==> src/hw/rtl/mcct_pkg.sv <==
// ----------------------------------------------------------------------------
// mcct_pkg
// Shared codes and constants of the modem command character translator.
// ----------------------------------------------------------------------------
package mcct_pkg;

    // character and field widths
    localparam int CHAR_W   = 8;
    localparam int ACTION_W = 2;
    localparam int IDX_W    = 3;
    localparam int OUT_W    = 16;

    // line actions
    localparam logic [ACTION_W-1:0] ACT_SEND  = 2'd0;
    localparam logic [ACTION_W-1:0] ACT_PAUSE = 2'd1;
    localparam logic [ACTION_W-1:0] ACT_BREAK = 2'd2;

    // fixed characters
    localparam logic [CHAR_W-1:0] CH_BACKSLASH  = 8'd92;
    localparam logic [CHAR_W-1:0] CH_UNDERSCORE = 8'd95;
    localparam logic [CHAR_W-1:0] CH_CR         = 8'd13;
    localparam logic [CHAR_W-1:0] CH_ESC        = 8'd27;
    localparam logic [CHAR_W-1:0] CTRL_LOWER    = 8'd96;
    localparam logic [CHAR_W-1:0] CTRL_UPPER    = 8'd64;

    // register indexes
    localparam logic [IDX_W-1:0] REG_PAUSE   = 3'd0;
    localparam logic [IDX_W-1:0] REG_RETURN  = 3'd1;
    localparam logic [IDX_W-1:0] REG_PREFIX  = 3'd2;
    localparam logic [IDX_W-1:0] REG_ESCAPE  = 3'd3;
    localparam logic [IDX_W-1:0] REG_BREAK   = 3'd4;
    localparam logic [IDX_W-1:0] REG_PACE    = 3'd5;

    // register reset values
    localparam logic [CHAR_W-1:0] RST_PAUSE  = 8'd126;
    localparam logic [CHAR_W-1:0] RST_RETURN = 8'd33;
    localparam logic [CHAR_W-1:0] RST_PREFIX = 8'd94;
    localparam logic [CHAR_W-1:0] RST_ESCAPE = 8'd36;
    localparam logic [CHAR_W-1:0] RST_BREAK  = 8'd37;

endpackage

==> src/hw/rtl/modem_command_char_translator_top.sv <==
// ----------------------------------------------------------------------------
// modem_command_char_translator_top
// Turns modem command characters into send, pause and break line actions.
// ----------------------------------------------------------------------------
//  channel   direction  fields
//  s_axis    in         tdata: in_char, tlast: end_of_string
//  m_axis    out        tdata: out_byte, pace_after; tuser: action
//  cfg       in         cfg_index: register, cfg_data: value
//
//  one character a cycle while the result side does not stall; each character
//  passes from input word to result word (input register, then result register)
//  characters that give no result still pass through the input register
//  reset clears pending literal/control state and loads register defaults
//  a stalled result holds the result register; a character with no result
//  still drains while the result waits
// ----------------------------------------------------------------------------
module modem_command_char_translator_top
    import mcct_pkg::*;
(
    input  logic                clk,
    input  logic                rst_n,
    input  logic                s_axis_tvalid,
    output logic                s_axis_tready,
    input  logic [CHAR_W-1:0]   s_axis_tdata,   // [7:0] in_char
    input  logic                s_axis_tlast,   // end_of_string
    output logic                m_axis_tvalid,
    input  logic                m_axis_tready,
    output logic [OUT_W-1:0]    m_axis_tdata,   // [7:0] out_byte, [8] pace_after, rest zero
    output logic [ACTION_W-1:0] m_axis_tuser,   // [1:0] action
    input  logic                cfg_valid,
    output logic                cfg_ready,
    input  logic [IDX_W-1:0]    cfg_index,
    input  logic [CHAR_W-1:0]   cfg_data
);

    // configuration registers
    logic [CHAR_W-1:0] pause_reg, return_reg, prefix_reg, escape_reg, break_reg;
    logic              pace_reg;

    // input stage
    logic              in_valid_reg;
    logic [CHAR_W-1:0] in_char_reg;
    logic              in_last_reg;

    // translator state
    logic literal_reg, literal_next;
    logic control_reg, control_next;

    // result stage
    logic                out_valid_reg;
    logic [ACTION_W-1:0] out_action_reg;
    logic [CHAR_W-1:0]   out_byte_reg;
    logic                out_pace_reg;

    // combinational results
    logic                has_result;
    logic [ACTION_W-1:0] res_action;
    logic [CHAR_W-1:0]   res_byte;
    logic                res_pace;
    logic [CHAR_W-1:0]   ctl_byte;
    logic [CHAR_W-1:0]   ret_char;
    logic [CHAR_W-1:0]   fin_char;
    logic [CHAR_W-1:0]   esc_byte;
    logic                advance;
    logic                out_free;

    assign cfg_ready = 1'b1;

    // register writes
    always_ff @(posedge clk or negedge rst_n)
    begin
        if (!rst_n)
        begin
            pause_reg  <= RST_PAUSE;
            return_reg <= RST_RETURN;
            prefix_reg <= RST_PREFIX;
            escape_reg <= RST_ESCAPE;
            break_reg  <= RST_BREAK;
            pace_reg   <= 1'b0;
        end
        else if (cfg_valid && cfg_ready)
        begin
            case (cfg_index)
                REG_PAUSE:  pause_reg  <= cfg_data;
                REG_RETURN: return_reg <= cfg_data;
                REG_PREFIX: prefix_reg <= cfg_data;
                REG_ESCAPE: escape_reg <= cfg_data;
                REG_BREAK:  break_reg  <= cfg_data;
                REG_PACE:   pace_reg   <= cfg_data[0];
                default:    ;
            endcase
        end
    end

    // handshake between the stages
    assign out_free      = !out_valid_reg || m_axis_tready;
    assign advance       = in_valid_reg && (!has_result || out_free);
    assign s_axis_tready = !in_valid_reg || advance;

    // input register
    always_ff @(posedge clk or negedge rst_n)
    begin
        if (!rst_n)
        begin
            in_valid_reg <= 1'b0;
        end
        else if (s_axis_tready)
        begin
            in_valid_reg <= s_axis_tvalid;
        end
    end

    always_ff @(posedge clk)
    begin
        if (s_axis_tready && s_axis_tvalid)
        begin
            in_char_reg <= s_axis_tdata;
            in_last_reg <= s_axis_tlast;
        end
    end

    // character translation
    assign ctl_byte = (in_char_reg > CH_UNDERSCORE) ? (in_char_reg - CTRL_LOWER)
                                                    : (in_char_reg - CTRL_UPPER);
    assign ret_char = (in_char_reg == return_reg) ? CH_CR : in_char_reg;
    assign fin_char = control_reg ? ctl_byte : ret_char;
    assign esc_byte = (fin_char == escape_reg) ? CH_ESC : fin_char;

    always_comb
    begin
        has_result   = 1'b1;
        res_action   = ACT_SEND;
        res_byte     = '0;
        res_pace     = 1'b0;
        literal_next = 1'b0;
        control_next = 1'b0;
        if (literal_reg)
        begin
            res_byte = in_char_reg;
            res_pace = pace_reg;
        end
        else if (!control_reg && in_char_reg == CH_BACKSLASH)
        begin
            has_result   = 1'b0;
            literal_next = 1'b1;
        end
        else if (!control_reg && in_char_reg == pause_reg)
        begin
            res_action = ACT_PAUSE;
        end
        else if (!control_reg && ret_char == prefix_reg)
        begin
            has_result   = 1'b0;
            control_next = 1'b1;
        end
        else if (esc_byte == break_reg)
        begin
            res_action = ACT_BREAK;
        end
        else
        begin
            res_byte = esc_byte;
            res_pace = pace_reg;
        end
        // end of string drops pending state
        if (in_last_reg)
        begin
            literal_next = 1'b0;
            control_next = 1'b0;
        end
    end

    // pending state
    always_ff @(posedge clk or negedge rst_n)
    begin
        if (!rst_n)
        begin
            literal_reg <= 1'b0;
            control_reg <= 1'b0;
        end
        else if (advance)
        begin
            literal_reg <= literal_next;
            control_reg <= control_next;
        end
    end

    // result register
    always_ff @(posedge clk or negedge rst_n)
    begin
        if (!rst_n)
        begin
            out_valid_reg <= 1'b0;
        end
        else if (out_free)
        begin
            out_valid_reg <= advance && has_result;
        end
    end

    always_ff @(posedge clk)
    begin
        if (out_free && advance && has_result)
        begin
            out_action_reg <= res_action;
            out_byte_reg   <= res_byte;
            out_pace_reg   <= res_pace;
        end
    end

    assign m_axis_tvalid = out_valid_reg;
    assign m_axis_tuser  = out_action_reg;
    assign m_axis_tdata  = {{(OUT_W-CHAR_W-1){1'b0}}, out_pace_reg, out_byte_reg};

endmodule

==> config.mk <==
export PLATFORM = sky130hd
export DESIGN_NAME = modem_command_char_translator_top
export DESIGN_NICKNAME = d
export VERILOG_FILES = /design/src/hw/rtl/mcct_pkg.sv /design/src/hw/rtl/modem_command_char_translator_top.sv
export SDC_FILE = /design/constraint.sdc
export NUM_CORES = 1
export LEC_CHECK = 0
export BUFFER_PORTS_ARGS = -buffer_cell sky130_fd_sc_hd__buf_4
export CORE_UTILIZATION = 55
export DETAILED_ROUTE_END_ITERATION = 6
export GPL_TIMING_DRIVEN = 0
export PLACE_DENSITY_LB_ADDON = 0.1
export SLEW_MARGIN = 0
export SYNTH_ARGS = -nofsm -noshare
export SYNTH_HDL_FRONTEND = slang
export SYNTH_SLANG_ARGS = --single-unit
==> constraint.sdc <==
create_clock -name clk -period 5.9 [get_ports clk]
set_input_delay 0.59 -clock clk [delete_from_list [all_inputs] [get_ports clk]]
set_output_delay 0.59 -clock clk [all_outputs]
set_load 0.005 [all_outputs]
==> results.md, run 1 <==
* Status: complete, no violations
* Commonest cells after routing, fill and taps aside: buf_4, mux2_2, dfrtp_1
* Post-synth cell types at 71
* Initial Util at 56.8%
* # DRC at 0
* CP max-delay cell: o311ai_1
* Wire length of the first global-routing pass at 14400 um
* Post-Route WL at 8580 um
* Clock transition at path regs at 0.08 ns
* Layout area overhead at 16.8%
* Mapped Cells at 343
* # resized after CTS at 0
* CP cell instances: clkbuf_1 > inv_1 > ha_1 > and4_1 > clkbuf_1 > a211oi_1 > a2bb2oi_1 > and3_1 > o221ai_1 > or3_1 > buf_6 > a211o_1 > a32o_2 > o311ai_1 > a22oi_1
* CTS tree: built
* Rel. slew slack at 24.4%
* Fin. max-slew vios at 0
* Share of cells above drive strength 1 at 34.4%
* Drt first pass iters at 5
* Die width at 85.6 um
* Largest net degree at the start of global routing at 46
* Dominant synthesized flop cell: dfrtp_1
* IO Pins at 46
* Root buffer cell: clkbuf_8
* Post-CTS Hold Buffers at 0
* Total gr overflow at 0
* Period utilization at 75.6%
* Routed wire per std cell at 17.8 um
* RSZ-0062 raised after global routing: no
* Setup bufs post-CTS at 0
* HPWL after DPL at 6240 um
* Clock Path Buffers at 2
* Slew of the pin with the lowest slew margin at 1.13 ns
* GPL Wtd Cong at 0.876
* Residual antenna-violating net count after detailed routing at 0
* Synth warnings at 0
* Setup WS pre-CTS at 1.57 ns
* Critical Path Start Type: flip-flop
* Hold WS at 0.228 ns
* Total track usage at 26.3%
* Nets at 423
* Max-Cap Viols at 0
* Worst Hold Class: input pin to asynchronous set/reset pin
* Yosys reg bits at 65
* R2R setup slack at 1.44 ns
* Pwr dens at 312 nW/um^2
* Rows at 30
* Final setup margin at 1.44 ns
* Final setup fails at 0
* Die Ht at 85.6 um
* Crit path kind: flip-flop to flip-flop
* Core Region at 6760 sq um
* Port Buffer Count at 36
* Clk sinks at 65
* Clock Skew at 0.00817 ns
* CP required at 5.97 ns
* Worst vdd ir at 0.000231 V
* Post-synth ARST share at 69.2%
* Num CTS Buffers at 9
* Starting DRT DRC Count at 170
* Min Tclk post-route at 4.46 ns
* CP Max Fanout at 10
* Mapped Area at 3840 sq um
* Highest Clock Rate at 0.224 GHz
* Via count at 2938
* Sequential area share after synthesis at 45.6%
* Arrival time at the worst endpoint at 4.53 ns
* Vias per cell at 6.11
* Setup crit end kind: flip-flop
* Vias in the first global route at 2860
* Leakage at 0.00176 uW
* Crit-path max cell delay at 0.40 ns
* Post-synth EDFFs at 20
* Top cell by count, worst path: clkbuf_1
* Die area at 7320 sq um
* Worst-Skew Late Latency at 0.34 ns
* Antenna violations before repair at 0
* Mean Syn Cell Area at 11.2 sq um
* Diode count at 0
* # H-tree levels at 3
* Fin. Hold Viols at 0
* Commonest non-fill, non-tap cell in the layout: buf_4
* Post-Route Setup TNS at 0 ns
power breakdown:
part	internal, uW	switching [uW]
sequential	567	71.6
clock	277	182
combinational	160	141
total	1000	394
final timing paths:
| kind | cells past startpoint | start | to |
|---|---|---|---|
| max in group asynchronous | 1 | rst_n | break_reg[5]$_DFFE_PN1P_ |
| max | 15 | in_char_reg[7]$_DFFE_PP_ | out_byte_reg[3]$_DFFE_PP_ |
| min in group clk | 1 | s_axis_tdata[4] | in_char_reg[4]$_DFFE_PP_ |
| min reg2reg | 1 | escape_reg[7]$_DFFE_PN0P_ | escape_reg[7]$_DFFE_PN0P_ |
| min | 1 | rst_n | in_valid_reg$_DFFE_PN0N_ |
| max reg2reg | 15 | in_char_reg[7]$_DFFE_PP_ | out_byte_reg[3]$_DFFE_PP_ |
worst max-delay path: cells and delay by family, from the launching register on:
family / cells / cell delay, ns
AOI/OAI and AO/OA: 7 / 1.81
buffers and inverters: 4 / 0.89
and+or+nand+nor: 3 / 0.80
DFF: 1 / 0.39
adders and majority gates: 1 / 0.28
through the flow:
stage | cells | area, sq um | util (%) | power [uW]
floorplan | 349 | 3860 | - | 850
global placement | 465 | 4230 | 62.6 | 930
detailed placement | 465 | 4240 | 62.7 | 945
CTS | 481 | 4490 | 66.4 | 1400
global route | 481 | 4490 | 66.4 | 1460
finish | 481 | 4490 | 66.4 | 1400
cells in the mapped netlist, types with 4 or more instances:
master | number | area (sq um)
a21oi_1 | 6 | 30.0
and4_1 | 5 | 43.8
nor2_1 | 10 | 37.5
and2_1 | 6 | 37.5
dfrtp_1 | 27 | 676
edfxtp_1 | 20 | 601
clkbuf_1 | 11 | 41.3
o22ai_1 | 4 | 25.0
a22oi_1 | 4 | 30.0
nand3_1 | 6 | 30.0
dfstp_2 | 18 | 473
or3_1 | 4 | 25.0
buf_4 | 10 | 75.1
nand4_1 | 5 | 31.3
o21ai_0 | 18 | 90.1
nor4bb_1 | 4 | 40.0
mux2_2 | 37 | 417
inv_1 | 13 | 48.8
nor3_1 | 9 | 45.0
xnor2_1 | 16 | 140
xor2_1 | 7 | 61.3
nand2_1 | 20 | 75.1
nor4_1 | 5 | 31.3
nand2b_1 | 5 | 31.3
layout make-up:
class                   instances  area, sq um
plain buffers                  27          163
clock buffers                  11          163
clock inverters                 5         83.8
fillers                       554         2270
inverters                      13         48.8
multi-input cells             244         1910
flip-flops and latches         65         1750
well taps                      80          100
repair buffers                 36          270
logic make-up (layout without fill, tap and decap cells):
group                    after synthesis  after routing  share of synthesized area [%]
AND/OR/NAND/NOR                      101            101                           16.7
AO/OA/AOI/OAI                         68             68                           12.7
flip-flops                            65             65                           45.6
buffers and inverters                 40             92                           5.51
multiplexers                          38             38                           11.1
XOR/XNOR                              27             27                           7.53
adder cells (fa/ha/maj)                2              2                          0.652
other                                  2              8                          0.196
per-layer routing:
layer	part of all wire [%]	routed length (um)	vias up	GRT usage (%)
met3	4.6	396	26	4.62
met2	48	4110	107	42.3
met5	0	0	-	0
li1	-	-	1378	-
met1	45	3830	1427	35.4
met4	2.8	239	0	11.1
(Power assumes the default switching activity.)
==> inputs of run 2 (changes only) <==
==> constraint.sdc (replaced) <==
create_clock -name clk -period 4.4 [get_ports clk]
set_input_delay 0.44 -clock clk [delete_from_list [all_inputs] [get_ports clk]]
set_output_delay 0.44 -clock clk [all_outputs]
set_load 0.005 [all_outputs]
==> results.md, run 2 (synthesized netlist as in run 1, its figures left out) <==
* Die Ht at 85.6 um (unchanged)
* CTS tree: built (unchanged)
* Wire length of the first global-routing pass at 14400 um (unchanged)
* HPWL after DPL at 6240 um (unchanged)
* Pwr dens at 417 nW/um^2 (was 312 nW/um^2)
* Total track usage at 26.3% (unchanged)
* Final Core Density at 66.8% (was 66.4%)
* Reg2Reg Capture Point: out_byte_reg[4]$_DFFE_PP_ (was out_byte_reg[3]$_DFFE_PP_)
* Largest net degree at the start of global routing at 46 (unchanged)
* Arrival time at the worst endpoint at 4.19 ns (was 4.53 ns)
* Worst-Skew Late Latency at 0.34 ns (about the same)
* Clk sinks at 65 (unchanged)
* Fin. max-slew vios at 0 (unchanged)
* Register area at 1750 sq um (unchanged)
* Setup bufs post-CTS at 0 (unchanged)
* Core Region at 6760 sq um (unchanged)
* Setup WS pre-CTS at 0.0733 ns (was 1.57 ns)
* Nets at 422 (was 423)
* CP cell instances: clkbuf_2 > inv_1 > ha_1 > and4_1 > a21oi_1 > mux2_1 > o21a_1 > xnor2_1 > or3_1 > buf_6 > a211o_1 > a32o_2 > o31ai_1 > o211ai_1 (was clkbuf_1 > inv_1 > ha_1 > and4_1 > clkbuf_1 > a211oi_1 > a2bb2oi_1 > and3_1 > o221ai_1 > or3_1 > buf_6 > a211o_1 > a32o_2 > o311ai_1 > a22oi_1)
* Commonest cells after routing, fill and taps aside: buf_4, mux2_2, dfrtp_1 (unchanged)
* Diode count at 0 (unchanged)
* Status: complete, no violations (unchanged)
* Area of the multi-input gates at 1940 sq um (was 1910 sq um)
* R2R setup slack at 0.27 ns (was 1.44 ns)
* Worst flop-to-flop path startpoint: in_char_reg[7]$_DFFE_PP_ (unchanged)
* Clock Path Buffers at 2 (unchanged)
* Hold WS at 0.0859 ns (was 0.228 ns)
* CP required at 4.47 ns (was 5.97 ns)
* Crit-path max cell delay at 0.43 ns (was 0.40 ns)
* Crit-path leading delay family: compound AO/OA/AOI/OAI gates (unchanged)
* Share of cells above drive strength 1 at 35.3% (was 34.4%)
* Layout area overhead at 17.6% (was 16.8%)
* # resized after CTS at 0 (unchanged)
* Min Tclk post-route at 4.13 ns (was 4.46 ns)
* Clock transition at path regs at 0.08 ns (about the same)
* Routed wire per std cell at 18.0 um (was 17.8 um)
* RSZ-0062 raised after global routing: no (unchanged)
* Final setup margin at 0.272 ns (was 1.44 ns)
* Tot Pwr at 1880 uW (was 1400 uW)
* # DRC at 0 (unchanged)
* Residual antenna-violating net count after detailed routing at 0 (unchanged)
* Fin. Hold Viols at 0 (unchanged)
* Root buffer cell: clkbuf_8 (unchanged)
* Period utilization at 93.8% (was 75.6%)
* Setup crit end kind: flip-flop (unchanged)
* Rows at 30 (unchanged)
* Critical Path Start Type: flip-flop (unchanged)
* Final setup fails at 0 (unchanged)
* IO Pins at 46 (unchanged)
* Port Buffer Count at 36 (unchanged)
* # H-tree levels at 3 (unchanged)
* Vias per cell at 6.06 (was 6.11)
* R2R depth at 14 (was 15)
* Starting DRT DRC Count at 145 (was 170)
* Via count at 2908 (was 2938)
* Post-Route WL at 8650 um (was 8580 um)
* Vias in the first global route at 2860 (unchanged)
* Total gr overflow at 0 (unchanged)
* Highest Clock Rate at 0.242 GHz (was 0.224 GHz)
* Initial Util at 56.8% (unchanged)
* Die area at 7320 sq um (unchanged)
* Max-Cap Viols at 0 (unchanged)
* Post-CTS Hold Buffers at 0 (unchanged)
* Num CTS Buffers at 9 (unchanged)
* Clock Skew at 0.00904 ns (was 0.00817 ns)
* Drt first pass iters at 4 (was 5)
* Antenna violations before repair at 0 (unchanged)
* Fillcell total at 549 (was 554)
* Crit path kind: flip-flop to flip-flop (unchanged)
* CP Max Fanout at 10 (unchanged)
* Commonest non-fill, non-tap cell in the layout: buf_4 (unchanged)
* Worst Hold Class: input pin to asynchronous set/reset pin (unchanged)
* CP max-delay cell: or3_1 (was o311ai_1)
* Worst vdd ir at 0.000310 V (was 0.000231 V)
* Slew of the pin with the lowest slew margin at 1.14 ns (was 1.13 ns)
* CP Buf/Inv Count at 3 (was 4)
* GPL Wtd Cong at 0.876 (unchanged)
* Leakage at 0.00176 uW (about the same)
* Rel. slew slack at 23.7% (was 24.4%)
* Die width at 85.6 um (unchanged)
* Post-Route Setup TNS at 0 ns (unchanged)
-- run 2: changes by cell type in the layout (fill, tap and decap cells not counted), sizes merged --
| cell | change |
|---|---|
| clkbuf | -1 |
-- run 2: how the worst max path moves through the flow --
stage	start	end	slack, ns	cells past startpoint
2_1_floorplan	in_char_reg[7]$_DFFE_PP_	out_byte_reg[0]$_DFFE_PP_	0.62	15
3_3_place_gp	in_char_reg[7]$_DFFE_PP_	out_byte_reg[3]$_DFFE_PP_	0.09	15
3_5_place_dp	in_char_reg[7]$_DFFE_PP_	out_byte_reg[3]$_DFFE_PP_	0.07	15
4_1_cts	in_char_reg[7]$_DFFE_PP_	out_byte_reg[3]$_DFFE_PP_	0.02	15
5_1_grt	in_char_reg[7]$_DFFE_PP_	out_byte_reg[2]$_DFFE_PP_	0.03	14
6_report	in_char_reg[7]$_DFFE_PP_	out_byte_reg[4]$_DFFE_PP_	0.27	14
-- run 2: where the power goes --
part / internal, uW / switching [uW]
combinational: 216 / 195
clock: 371 / 242
sequential: 760 / 96.1
-- run 2: routing by layer --
metal / vias to the layer above / track usage, % / share of wire, %
met5: - / 0 / 0
li1: 1375 / - / -
met1: 1410 / 35.4 / 44
met3: 23 / 4.62 / 5.1
met4: 0 / 11.1 / 2.6
met2: 100 / 42.3 / 48
-- run 2: per-stage QoR --
stage          instances  area [sq um]
2_1_floorplan        349          3860
3_3_place_gp         465          4230
3_5_place_dp         465          4240
4_1_cts              481          4490
5_1_grt              480          4510
6_report             480          4510
-- run 2: cell type report --
type | instances | share of cell area, %
timing repair buffer | 36 | 5.99
multi-input combinational | 244 | 43.0
tap | 80 | 2.22
buffer | 26 | 3.55
clock inverter | 5 | 1.86
sequential | 65 | 38.7
inverter | 13 | 1.08
clock buffer | 11 | 3.60
-- run 2: worst register-to-register path, cell delays in order, from the launching register on --
cell and delay (ns):
edfxtp_1 0.41, clkbuf_2 0.22, inv_1 0.16, ha_1 0.25, and4_1 0.34, a21oi_1 0.11, mux2_1 0.36, o21a_1 0.17
xnor2_1 0.16, or3_1 0.43, buf_6 0.16, a211o_1 0.25, a32o_2 0.31, o31ai_1 0.37, o211ai_1 0.15
==> inputs of run 3 (changes only) <==
--- a/config.mk
+++ b/config.mk
@@ -5,6 +5,7 @@
 export SDC_FILE = /design/constraint.sdc
 export NUM_CORES = 1
 export LEC_CHECK = 0
+export ABC_AREA = 1
 export BUFFER_PORTS_ARGS = -buffer_cell sky130_fd_sc_hd__buf_4
 export CORE_UTILIZATION = 55
 export DETAILED_ROUTE_END_ITERATION = 6
==> results.md, run 3 <==
* Post-layout instance area at 4240 sq um (was 4510 sq um)
* GPL Wtd Cong at 0.828 (was 0.876)
* Worst flop-to-flop path startpoint: in_char_reg[4]$_DFFE_PP_ (was in_char_reg[7]$_DFFE_PP_)
* Synth warnings at 0 (unchanged)
* R2R depth at 14 (unchanged)
* Clock Power Share at 28.0% (was 32.6%)
* Final setup margin at 1.18 ns (was 0.272 ns)
* Share of cells above drive strength 1 at 22.1% (was 35.3%)
* Share of the synthesized area in the top cell type at 18.4% (was 17.6%)
* Setup bufs post-CTS at 0 (unchanged)
* R2R setup slack at 1.40 ns (was 0.27 ns)
* Clock Skew at 0.0104 ns (was 0.00904 ns)
* Seq pwr share at 49.6% (was 45.5%)
* CP required at 3.96 ns (was 4.47 ns)
* Layout area overhead at 15.6% (was 17.6%)
* Yosys top cell by area: dfrtp_1 (unchanged)
* Period utilization at 73.2% (was 93.8%)
* Leakage at 0.00209 uW (was 0.00176 uW)
* Die width at 83.6 um (was 85.6 um)
* Clk sinks at 65 (unchanged)
* Dominant synthesized flop cell: dfrtp_1 (unchanged)
* Switching Share at 30.4% (was 28.4%)
* CP cell instances: inv_1 > nand2_1 > nand2_1 > nand2_1 > nor2_4 > nand2_2 > buf_6 > nand2_1 > o21ai_0 > nor4_1 > nand4_1 > nand4_1 > buf_4 (was clkbuf_2 > inv_1 > ha_1 > and4_1 > a21oi_1 > mux2_1 > o21a_1 > xnor2_1 > or3_1 > buf_6 > a211o_1 > a32o_2 > o31ai_1 > o211ai_1)
* Num CTS Buffers at 9 (unchanged)
* IO Pins at 46 (unchanged)
* Top cell by count, worst path: nand2_1
* Die area at 6990 sq um (was 7320 sq um)
* Fin. max-slew vios at 0 (unchanged)
* Worst setup path start: in_char_reg[4]$_DFFE_PP_ (was in_char_reg[7]$_DFFE_PP_)
* Clock transition at path regs at 0.07 ns (was 0.08 ns)
* HPWL after DPL at 5940 um (was 6240 um)
* Highest Clock Rate at 0.310 GHz (was 0.242 GHz)
* Post-Route Setup TNS at 0 ns (unchanged)
* Drt first pass iters at 4 (unchanged)
* CP max-delay cell: edfxtp_1 (was or3_1)
* Mean Syn Cell Area at 8.03 sq um (was 11.2 sq um)
* Rel. slew slack at 62.3% (was 23.7%)
* Fin. Hold Viols at 0 (unchanged)
* Root buffer cell: clkbuf_8 (unchanged)
* # resized after CTS at 0 (unchanged)
* Largest net degree at the start of global routing at 46 (unchanged)
* Setup crit end kind: output port (was flip-flop)
* Total gr overflow at 0 (unchanged)
* Post-Route WL at 8120 um (was 8650 um)
* Antenna violations before repair at 0 (unchanged)
* P_int at 1140 uW (was 1350 uW)
* # DRC at 0 (unchanged)
* Total track usage at 25.0% (was 26.3%)
* Die Ht at 83.6 um (was 85.6 um)
* Final setup fails at 0 (unchanged)
* Commonest cells after routing, fill and taps aside: nand2_1, buf_4, o21ai_0 (was buf_4, mux2_2, dfrtp_1)
* Worst vdd ir at 0.000290 V (was 0.000310 V)
* Rows at 29 (was 30)
* Vias in the first global route at 2942 (was 2860)
* Reg2Reg Capture Point: in_char_reg[3]$_DFFE_PP_ (was out_byte_reg[4]$_DFFE_PP_)
* Min Tclk post-route at 3.22 ns (was 4.13 ns)
* CP Max Fanout at 10 (unchanged)
* Vias per cell at 5.20 (was 6.06)
* Critical Path Start Type: flip-flop (unchanged)
* Initial Util at 57.3% (was 56.8%)
* Mapped Cells at 456 (was 343)
* Pwr dens at 387 nW/um^2 (was 417 nW/um^2)
* Status: complete, no violations (unchanged)
* Yosys reg bits at 65 (unchanged)
* Area after DPL at 4060 sq um (was 4240 sq um)
* CTS tree: built (unchanged)
* Via count at 3077 (was 2908)
* Arrival time at the worst endpoint at 2.78 ns (was 4.19 ns)
* Wire length of the first global-routing pass at 13500 um (was 14400 um)
* Worst-Skew Late Latency at 0.34 ns (about the same)
* Core Region at 6390 sq um (was 6760 sq um)
* Post-synth EDFFs at 20 (unchanged)
* Post-synth ARST share at 69.2% (unchanged)
* Post-synth cell types at 36 (was 71)
* Residual antenna-violating net count after detailed routing at 0 (unchanged)
* Most common library cells after synthesis: nand2_1, o21ai_0, inv_1, dfrtp_1 (was mux2_2, dfrtp_1, edfxtp_1, nand2_1)
* Commonest non-fill, non-tap cell in the layout: nand2_1 (was buf_4)
* Top-count cell post-synth: nand2_1 (was mux2_2)
* Starting DRT DRC Count at 177 (was 145)
* Clock Path Buffers at 2 (unchanged)
* Sequential area share after synthesis at 47.8% (was 45.6%)
* Diode count at 0 (unchanged)
* Crit-path max cell delay at 0.54 ns (was 0.43 ns)
* Port Buffer Count at 37 (was 36)
* Area contributors post-synth: dfrtp_1, nand2_1, edfxtp_1 (was dfrtp_1, edfxtp_1, dfstp_2)
* Worst Hold Class: input pin to asynchronous set/reset pin (unchanged)
* CP Capture Point: s_axis_tready (was out_byte_reg[4]$_DFFE_PP_)
* Post-CTS Hold Buffers at 0 (unchanged)
* RSZ-0062 raised after global routing: no (unchanged)
* Comb pwr share at 22.4% (was 21.9%)
* Sw power at 499 uW (was 534 uW)
* # H-tree levels at 3 (unchanged)
* Routed wire per std cell at 13.7 um (was 18.0 um)
* Nets at 537 (was 422)
* Setup WS pre-CTS at 1.41 ns (was 0.0733 ns)
* Crit path kind: flip-flop to output port (was flip-flop to flip-flop)
* Mapped Area at 3660 sq um (was 3840 sq um)
* Max-Cap Viols at 0 (unchanged)
* Slew of the pin with the lowest slew margin at 0.565 ns (was 1.14 ns)
-- run 3: worst max-delay path, delay by kind of cell (launching register included) --
| kind | cells | cell delay, ns |
|---|---|---|
| AO/OA/AOI/OAI | 1 | 0.08 |
| buffers and inverters | 3 | 0.44 |
| flip-flops | 1 | 0.54 |
| AND/OR/NAND/NOR | 9 | 1.38 |
-- run 3: cell type report --
class	instances	area, sq um
Sequential cell	65	1750
Multi-Input combinational cell	327	1590
Clock inverter	3	17.5
Buffer	26	178
Clock buffer	13	159
Fill cell	571	2150
Timing Repair Buffer	37	278
Inverter	44	166
Tap cell	77	96.3
-- run 3: through the flow --
stage	hold WS (ns)	utilization, %	total power (uW)	cells
after detailed placement	0.472	63.6	1190	576
after global routing	0.150	66.3	1730	592
after CTS	0.106	66.3	1650	592
final	0.0971	66.3	1640	592
after floorplan	0.144	-	1070	462
after global placement	0.473	63.6	1170	576
-- run 3: power by group through the flow --
stage	Sequential, uW	Combinational [uW]	Clock (uW)
2_1_floorplan	807	261	0
3_3_place_gp	819	354	0
3_5_place_dp	824	364	0
4_1_cts	814	369	466
5_1_grt	826	415	486
6_report	814	367	460
-- run 3: kinds of logic (layout without fill, tap and decap cells) --
logic type                 Yosys count  after routing  synth area share (%)
and+or+nand+nor                    246            246                  30.4
DFF                                 65             65                  47.8
adders and majority gates            2              2                 0.683
other                                2              8                 0.205
xor gates and xnor gates            14             14                  3.35
AOI/OAI and AO/OA                   57             57                  8.20
buffers and inverters               70            123                  9.40
-- run 3: routing by layer --
| metal | vias to the layer above | part of all wire [%] | track usage (%) |
|---|---|---|---|
| met4 | 0 | 2.6 | 12.5 |
| met3 | 19 | 4.3 | 3.17 |
| met1 | 1439 | 45 | 33.2 |
| met5 | - | 0 | 0 |
| met2 | 72 | 48 | 40.5 |
| li1 | 1547 | - | - |
-- run 3: worst min-delay path by stage --
stage	from	endpoint	slack [ns]	depth (start not counted)
3_5_place_dp	rst_n	return_reg[3]$_DFFE_PN0P_	0.47	1
2_1_floorplan	rst_n	break_reg[1]$_DFFE_PN0P_	0.14	0
3_3_place_gp	rst_n	return_reg[3]$_DFFE_PN0P_	0.47	1
5_1_grt	rst_n	return_reg[3]$_DFFE_PN0P_	0.15	1
6_report	rst_n	control_reg$_DFFE_PN0N_	0.1	1
4_1_cts	rst_n	in_valid_reg$_DFFE_PN0N_	0.11	1
